--- src/rtl/core/pfb_pkg.sv ---
// Shared types and constants for the page framebuffer blitter.
`default_nettype none

package pfb_pkg;

  localparam int DEF_SCREEN_COLUMNS = 128;
  localparam int DEF_SCREEN_PAGES   = 8;

  localparam int QUEUE_DEPTH = 4;

  // input opcodes
  localparam logic [2:0] OP_FILL    = 3'd0;
  localparam logic [2:0] OP_PIXEL   = 3'd1;
  localparam logic [2:0] OP_BEGIN   = 3'd2;
  localparam logic [2:0] OP_DATA    = 3'd3;
  localparam logic [2:0] OP_PRESENT = 3'd4;

  typedef enum logic [2:0] {
    CMD_FILL,
    CMD_PIXEL,
    CMD_BEGIN,
    CMD_DATA,
    CMD_PRESENT
  } cmd_kind_t;

  typedef struct packed {
    cmd_kind_t   kind;
    logic [6:0]  pos_x;
    logic [5:0]  pos_y;
    logic [7:0]  blit_width;
    logic [6:0]  blit_height;
    logic [7:0]  value_byte;
    logic [2:0]  page_select;
  } cmd_t;

endpackage

`default_nettype wire

--- src/rtl/core/pfb_cmd_queue.sv ---
// Short command queue between the front end and the execution engine.
`default_nettype none

module pfb_cmd_queue import pfb_pkg::*; (
  input  wire logic  clk,
  input  wire logic  rst_n,
  input  wire logic  push,
  input  wire cmd_t  push_cmd,
  output logic       full,
  output logic       head_valid,
  output cmd_t       head_cmd,
  input  wire logic  pop
);

  localparam int PtrW = $clog2(QUEUE_DEPTH);
  localparam int CntW = $clog2(QUEUE_DEPTH + 1);

  cmd_t            entry_r [QUEUE_DEPTH];
  logic [PtrW-1:0] wr_ptr_r;
  logic [PtrW-1:0] rd_ptr_r;
  logic [CntW-1:0] count_r;
  logic            do_push;
  logic            do_pop;

  assign full       = (count_r == CntW'(QUEUE_DEPTH));
  assign head_valid = (count_r != '0);
  assign head_cmd   = entry_r[rd_ptr_r];
  assign do_push    = push && !full;
  assign do_pop     = pop && head_valid;

  always_ff @(posedge clk) begin
    if (do_push) begin
      entry_r[wr_ptr_r] <= push_cmd;
    end
  end

  always_ff @(posedge clk) begin
    if (!rst_n) begin
      wr_ptr_r <= '0;
      rd_ptr_r <= '0;
      count_r  <= '0;
    end else begin
      if (do_push) begin
        wr_ptr_r <= wr_ptr_r + PtrW'(1);
      end
      if (do_pop) begin
        rd_ptr_r <= rd_ptr_r + PtrW'(1);
      end
      if (do_push && !do_pop) begin
        count_r <= count_r + CntW'(1);
      end else if (do_pop && !do_push) begin
        count_r <= count_r - CntW'(1);
      end
    end
  end

endmodule

`default_nettype wire

--- config.mk ---
export PLATFORM = sky130hd
export DESIGN_NAME = pfb_cmd_queue
export DESIGN_NICKNAME = d
export VERILOG_FILES = /design/src/rtl/core/pfb_pkg.sv /design/src/rtl/core/pfb_cmd_queue.sv
export SDC_FILE = /design/constraint.sdc
export NUM_CORES = 1
export LEC_CHECK = 0
export BUFFER_PORTS_ARGS = -buffer_cell sky130_fd_sc_hd__buf_2
export CELL_PAD_IN_SITES_DETAIL_PLACEMENT = 1
export CELL_PAD_IN_SITES_GLOBAL_PLACEMENT = 2
export CORE_ASPECT_RATIO = 0.8
export CORE_MARGIN = 2
export CORE_UTILIZATION = 42
export CTS_BUF_LIST = sky130_fd_sc_hd__clkbuf_4 sky130_fd_sc_hd__clkbuf_8
export DETAILED_ROUTE_END_ITERATION = 10
export GPL_TIMING_DRIVEN = 0
export PLACE_DENSITY = 0.84
export SYNTH_ARGS = -nofsm -noshare
export SYNTH_HDL_FRONTEND = slang
export SYNTH_SLANG_ARGS = --single-unit
--- constraint.sdc ---
create_clock -name clk -period 2.35 [get_ports clk]
set_input_delay 0.1175 -clock clk [delete_from_list [all_inputs] [get_ports clk]]
set_output_delay 0.1175 -clock clk [all_outputs]
set_load 0.05 [all_outputs]
==> out/summary.json <==
{
  "setup_path": {
    "r2r.worst_path.cells": 9,
    "worstPathRequired_ns": 2.72,
    "critPathArrivalTime_ns": 2.54,
    "worstReg2RegEnd": "count_r[2]",
    "critPathLaunchType": "flip-flop",
    "critical_path_class": "reg2reg",
    "critPathCaptureType": "flip-flop",
    "cp_max_fo": 7,
    "reg2reg_from": "count_r[2]",
    "worst_setup_path_startpoint": "count_r[2]",
    "r2r_slack_ns": 0.18,
    "cp-endpoint": "count_r[2]"
  },
  "logic_synthesis": {
    "post_synth_and_or_nand_nor_area_fraction_pct": 1.56,
    "yosys.area_share.adder_pct": 1.25,
    "synth_top_cells_by_area": "sky130_fd_sc_hd__edfxtp_1 (77%), sky130_fd_sc_hd__mux4_2 (14%), sky130_fd_sc_hd__dfxtp_1 (2.7%)",
    "synth_top_cell_by_area": "sky130_fd_sc_hd__edfxtp_1",
    "synth_mux_area_share_pct": 14.8,
    "postSynthNetCount": 320,
    "syn_inst": 268,
    "yosys_register_bits": 177,
    "synth_xor_area_share_pct": 0.532,
    "synth.distinct_cells": 22,
    "post-synth-top-area-fraction_pct": 76.6,
    "yosysSeqAreaShare_pct": 79.3,
    "synth_top_family_by_area": "multiplexers",
    "mapped_area_sq_um": 6590,
    "synth-compound-area-share_pct": 0.513,
    "yosys_warning_count": 0,
    "mean_instance_size_in_the_synthesized_netlist_sq_um": 24.6
  },
  "routing": {
    "finalWirelength_microns": 13000,
    "route.vias.total": 3135,
    "detail_route.drc_violations": 0,
    "route.top_layer_used": "met4",
    "routed_length_on_met1_microns": 5550,
    "met2WireLength_microns": 6680,
    "postRouteAntennaNets": 0,
    "met3RoutedLength_microns": 583,
    "avgRoutedWirePerCell_microns": 20.2,
    "detailedRoute.firstPassIterationCount": 5,
    "post_drt_via_cell_ratio": 4.88,
    "drt_first_iter_violations": 200
  },
  "floorplan": {
    "design.die.area_sq_um": 16700,
    "die_x_microns": 144,
    "dieHeight_microns": 116,
    "std_cell_rows": 40,
    "io_pins": 90,
    "initial_core_util_pct": 43.5,
    "floorplan.core_area_sq_um": 15200
  },
  "global_routing": {
    "grt_first_pass_wirelength_microns": 20200,
    "grt.overflow.total": 0,
    "first_global_vias": 3589,
    "grt_antenna_before_repair": 0,
    "pin_count_of_the_biggest_net_entering_global_routing": 28,
    "grt_util_all_layers_pct": 16.8
  },
  "final_layout": {
    "postLayoutCoreUtil_pct": 54.3,
    "design_area_sq_um": 8230,
    "layout.filler_cells": 1367,
    "layout_common_cells": "sky130_fd_sc_hd__edfxtp_1 (168), sky130_fd_sc_hd__buf_2 (92), sky130_fd_sc_hd__mux4_2 (42), sky130_fd_sc_hd__dlygate4sd3_1 (42), sky130_fd_sc_hd__clkbuf_8 (17)",
    "syn_to_final_growth_pct": 24.9,
    "antenna_cells_inserted": 0,
    "layout.cells.most_common": "sky130_fd_sc_hd__edfxtp_1",
    "final_layout_size_suffix_gt1_share_pct": 42.3,
    "fin_nets": 473
  },
  "clock_network": {
    "cts_root_buf": "sky130_fd_sc_hd__clkbuf_8",
    "cts_tree": "built",
    "ctsHtreeMaxLevel": 4,
    "cts_setup_buffers": 0,
    "cts_buffer_depth": 2,
    "clk_transition_reported_paths_ns": 0.08,
    "cts.sinks": 177,
    "tritoncts.num_buffers": 17,
    "clkLatencyLatePin_ns": 0.45
  },
  "sta": {
    "maxSlewViolCount": 0,
    "report.final.setup_viol": 0,
    "final_critical_path_setup_slack_ns": 0.177,
    "max_slew_margin_pct": 47.8,
    "max_clock_freq_mhz": 460,
    "report.final.hold_viol_count": 0,
    "final_period_minus_worst_setup_slack_ns": 2.17,
    "finalClockSkew_ns": 0.00578,
    "worst_tran_pin_value_ns": 0.783,
    "final.hold.worst_slack_ns": 0.0858,
    "grt_setup_unrepaired": "false",
    "final.period_utilization_pct": 92.5
  },
  "pwr": {
    "power.density_nw_per_um2": 1140,
    "peakVddDrop_mv": 0.418,
    "p_total_mw": 9.38,
    "power.leakage_nw": 2.80
  },
  "run_status": {
    "status": "finished clean"
  },
  "min_path": {
    "holdCritPathClass": "in2reg"
  },
  "placement": {
    "dpl.hpwl_microns": 7950,
    "place.gp.congestion": 0.704,
    "place_worst_setup_slack_ns": 0.0856,
    "placement.cell_area_sq_um": 7410,
    "io_buf_count": 88
  },
  "run": {
    "timing.max_cap.violations": 0
  }
}
[flip-flops by register name (all words and copies together) (netlist names), named ones only]
name and cells:
entry_r 168, count_r 3, rd_ptr_r 2, wr_ptr_r 2
[report_power, final]
group	switching [mW]	internal (mW)	total (mW)
Sequential	0.122	3.83	3.95
Clock	1.06	1.04	2.11
Combinational	2.16	1.15	3.32
[per-stage QoR]
step | TNS (ns) | cells
5_1_grt | 0 | 643
3_5_place_dp | 0 | 570
3_3_place_gp | -139.86 | 566
4_1_cts | 0 | 643
2_1_floorplan | 0 | 268
6_report | 0 | 643
[kinds of logic (layout without fill, tap and decap cells)]
family / count (synthesis) / after routing
DFF: 177 / 177
muxes: 45 / 45
and+or+nand+nor: 17 / 17
buffers and inverters: 15 / 180
adders and majority gates: 6 / 6
AOI/OAI and AO/OA: 4 / 4
xor gates and xnor gates: 4 / 4
[cell type report]
class	instances	area (sq um)	area share [%]
Clock inverter	14	165	2.01
Clock buffer	17	234	2.84
Buffer	12	126	1.53
Inverter	3	11.3	0.137
Multi-Input combinational cell	76	1240	15.1
Timing Repair Buffer	134	963	11.7
Tap cell	210	263	3.19
Sequential cell	177	5230	63.5
[timing repair]
action / CTS / global route
gates resized for setup: 0 / 4
hold buffers: 42 / 0
hold endpoints to repair: 168 / 0
endpoints found under the setup margin: 0 / 1
[how the worst min path moves through the flow]
| stage | slack, ns | from | endpoint | cells past startpoint |
|---|---|---|---|---|
| 5_1_grt | 0.09 | rst_n | count_r[1] | 2 |
| 2_1_floorplan | 0.22 | push_cmd[0] | entry_r[0][0] | 0 |
| 4_1_cts | 0.07 | rst_n | wr_ptr_r[1] | 3 |
| 3_3_place_gp | 0.33 | push_cmd[14] | entry_r[2][14] | 1 |
| 3_5_place_dp | 0.34 | push_cmd[1] | entry_r[0][1] | 1 |
| 6_report | 0.09 | rst_n | wr_ptr_r[1] | 3 |
[per-layer routing]
metal / vias to the layer above / GRT usage [%]
met2: 74 / 29.0
met5: - / 0
met4: 0 / 6.01
li1: 1428 / -
met1: 1620 / 20.6
met3: 13 / 4.59
[cells in the mapped netlist]
| cell | number |
|---|---|
| sky130_fd_sc_hd__edfxtp_1 | 168 |
| sky130_fd_sc_hd__mux4_2 | 42 |
| sky130_fd_sc_hd__dfxtp_1 | 9 |
| sky130_fd_sc_hd__and2_1 | 8 |
| sky130_fd_sc_hd__buf_2 | 5 |
| sky130_fd_sc_hd__ha_1 | 5 |
| sky130_fd_sc_hd__buf_12 | 4 |
| sky130_fd_sc_hd__nand2_1 | 4 |
| sky130_fd_sc_hd__inv_1 | 3 |
| sky130_fd_sc_hd__mux2i_1 | 3 |
| sky130_fd_sc_hd__xnor2_1 | 3 |
| sky130_fd_sc_hd__clkbuf_1 | 2 |
| sky130_fd_sc_hd__nor2b_1 | 2 |
| sky130_fd_sc_hd__or3_1 | 2 |
| sky130_fd_sc_hd__a21boi_0 | 1 |
| sky130_fd_sc_hd__buf_6 | 1 |
| sky130_fd_sc_hd__fa_1 | 1 |
| sky130_fd_sc_hd__nor3b_2 | 1 |
| sky130_fd_sc_hd__o21ai_0 | 1 |
| sky130_fd_sc_hd__o311ai_1 | 1 |
| sky130_fd_sc_hd__o31ai_2 | 1 |
| sky130_fd_sc_hd__xor2_1 | 1 |
[critical path: stages (launching register included)]
cell,delay [ns]
sky130_fd_sc_hd__dfxtp_1,0.37
sky130_fd_sc_hd__nor3b_4,0.17
sky130_fd_sc_hd__nor2b_1,0.11
sky130_fd_sc_hd__clkbuf_4,0.19
sky130_fd_sc_hd__ha_2,0.20
sky130_fd_sc_hd__inv_1,0.05
sky130_fd_sc_hd__fa_1,0.37
sky130_fd_sc_hd__xor2_1,0.16
sky130_fd_sc_hd__or3_1,0.30
sky130_fd_sc_hd__a21boi_0,0.18
No activity file was read; power rests on OpenSTA's default activity.
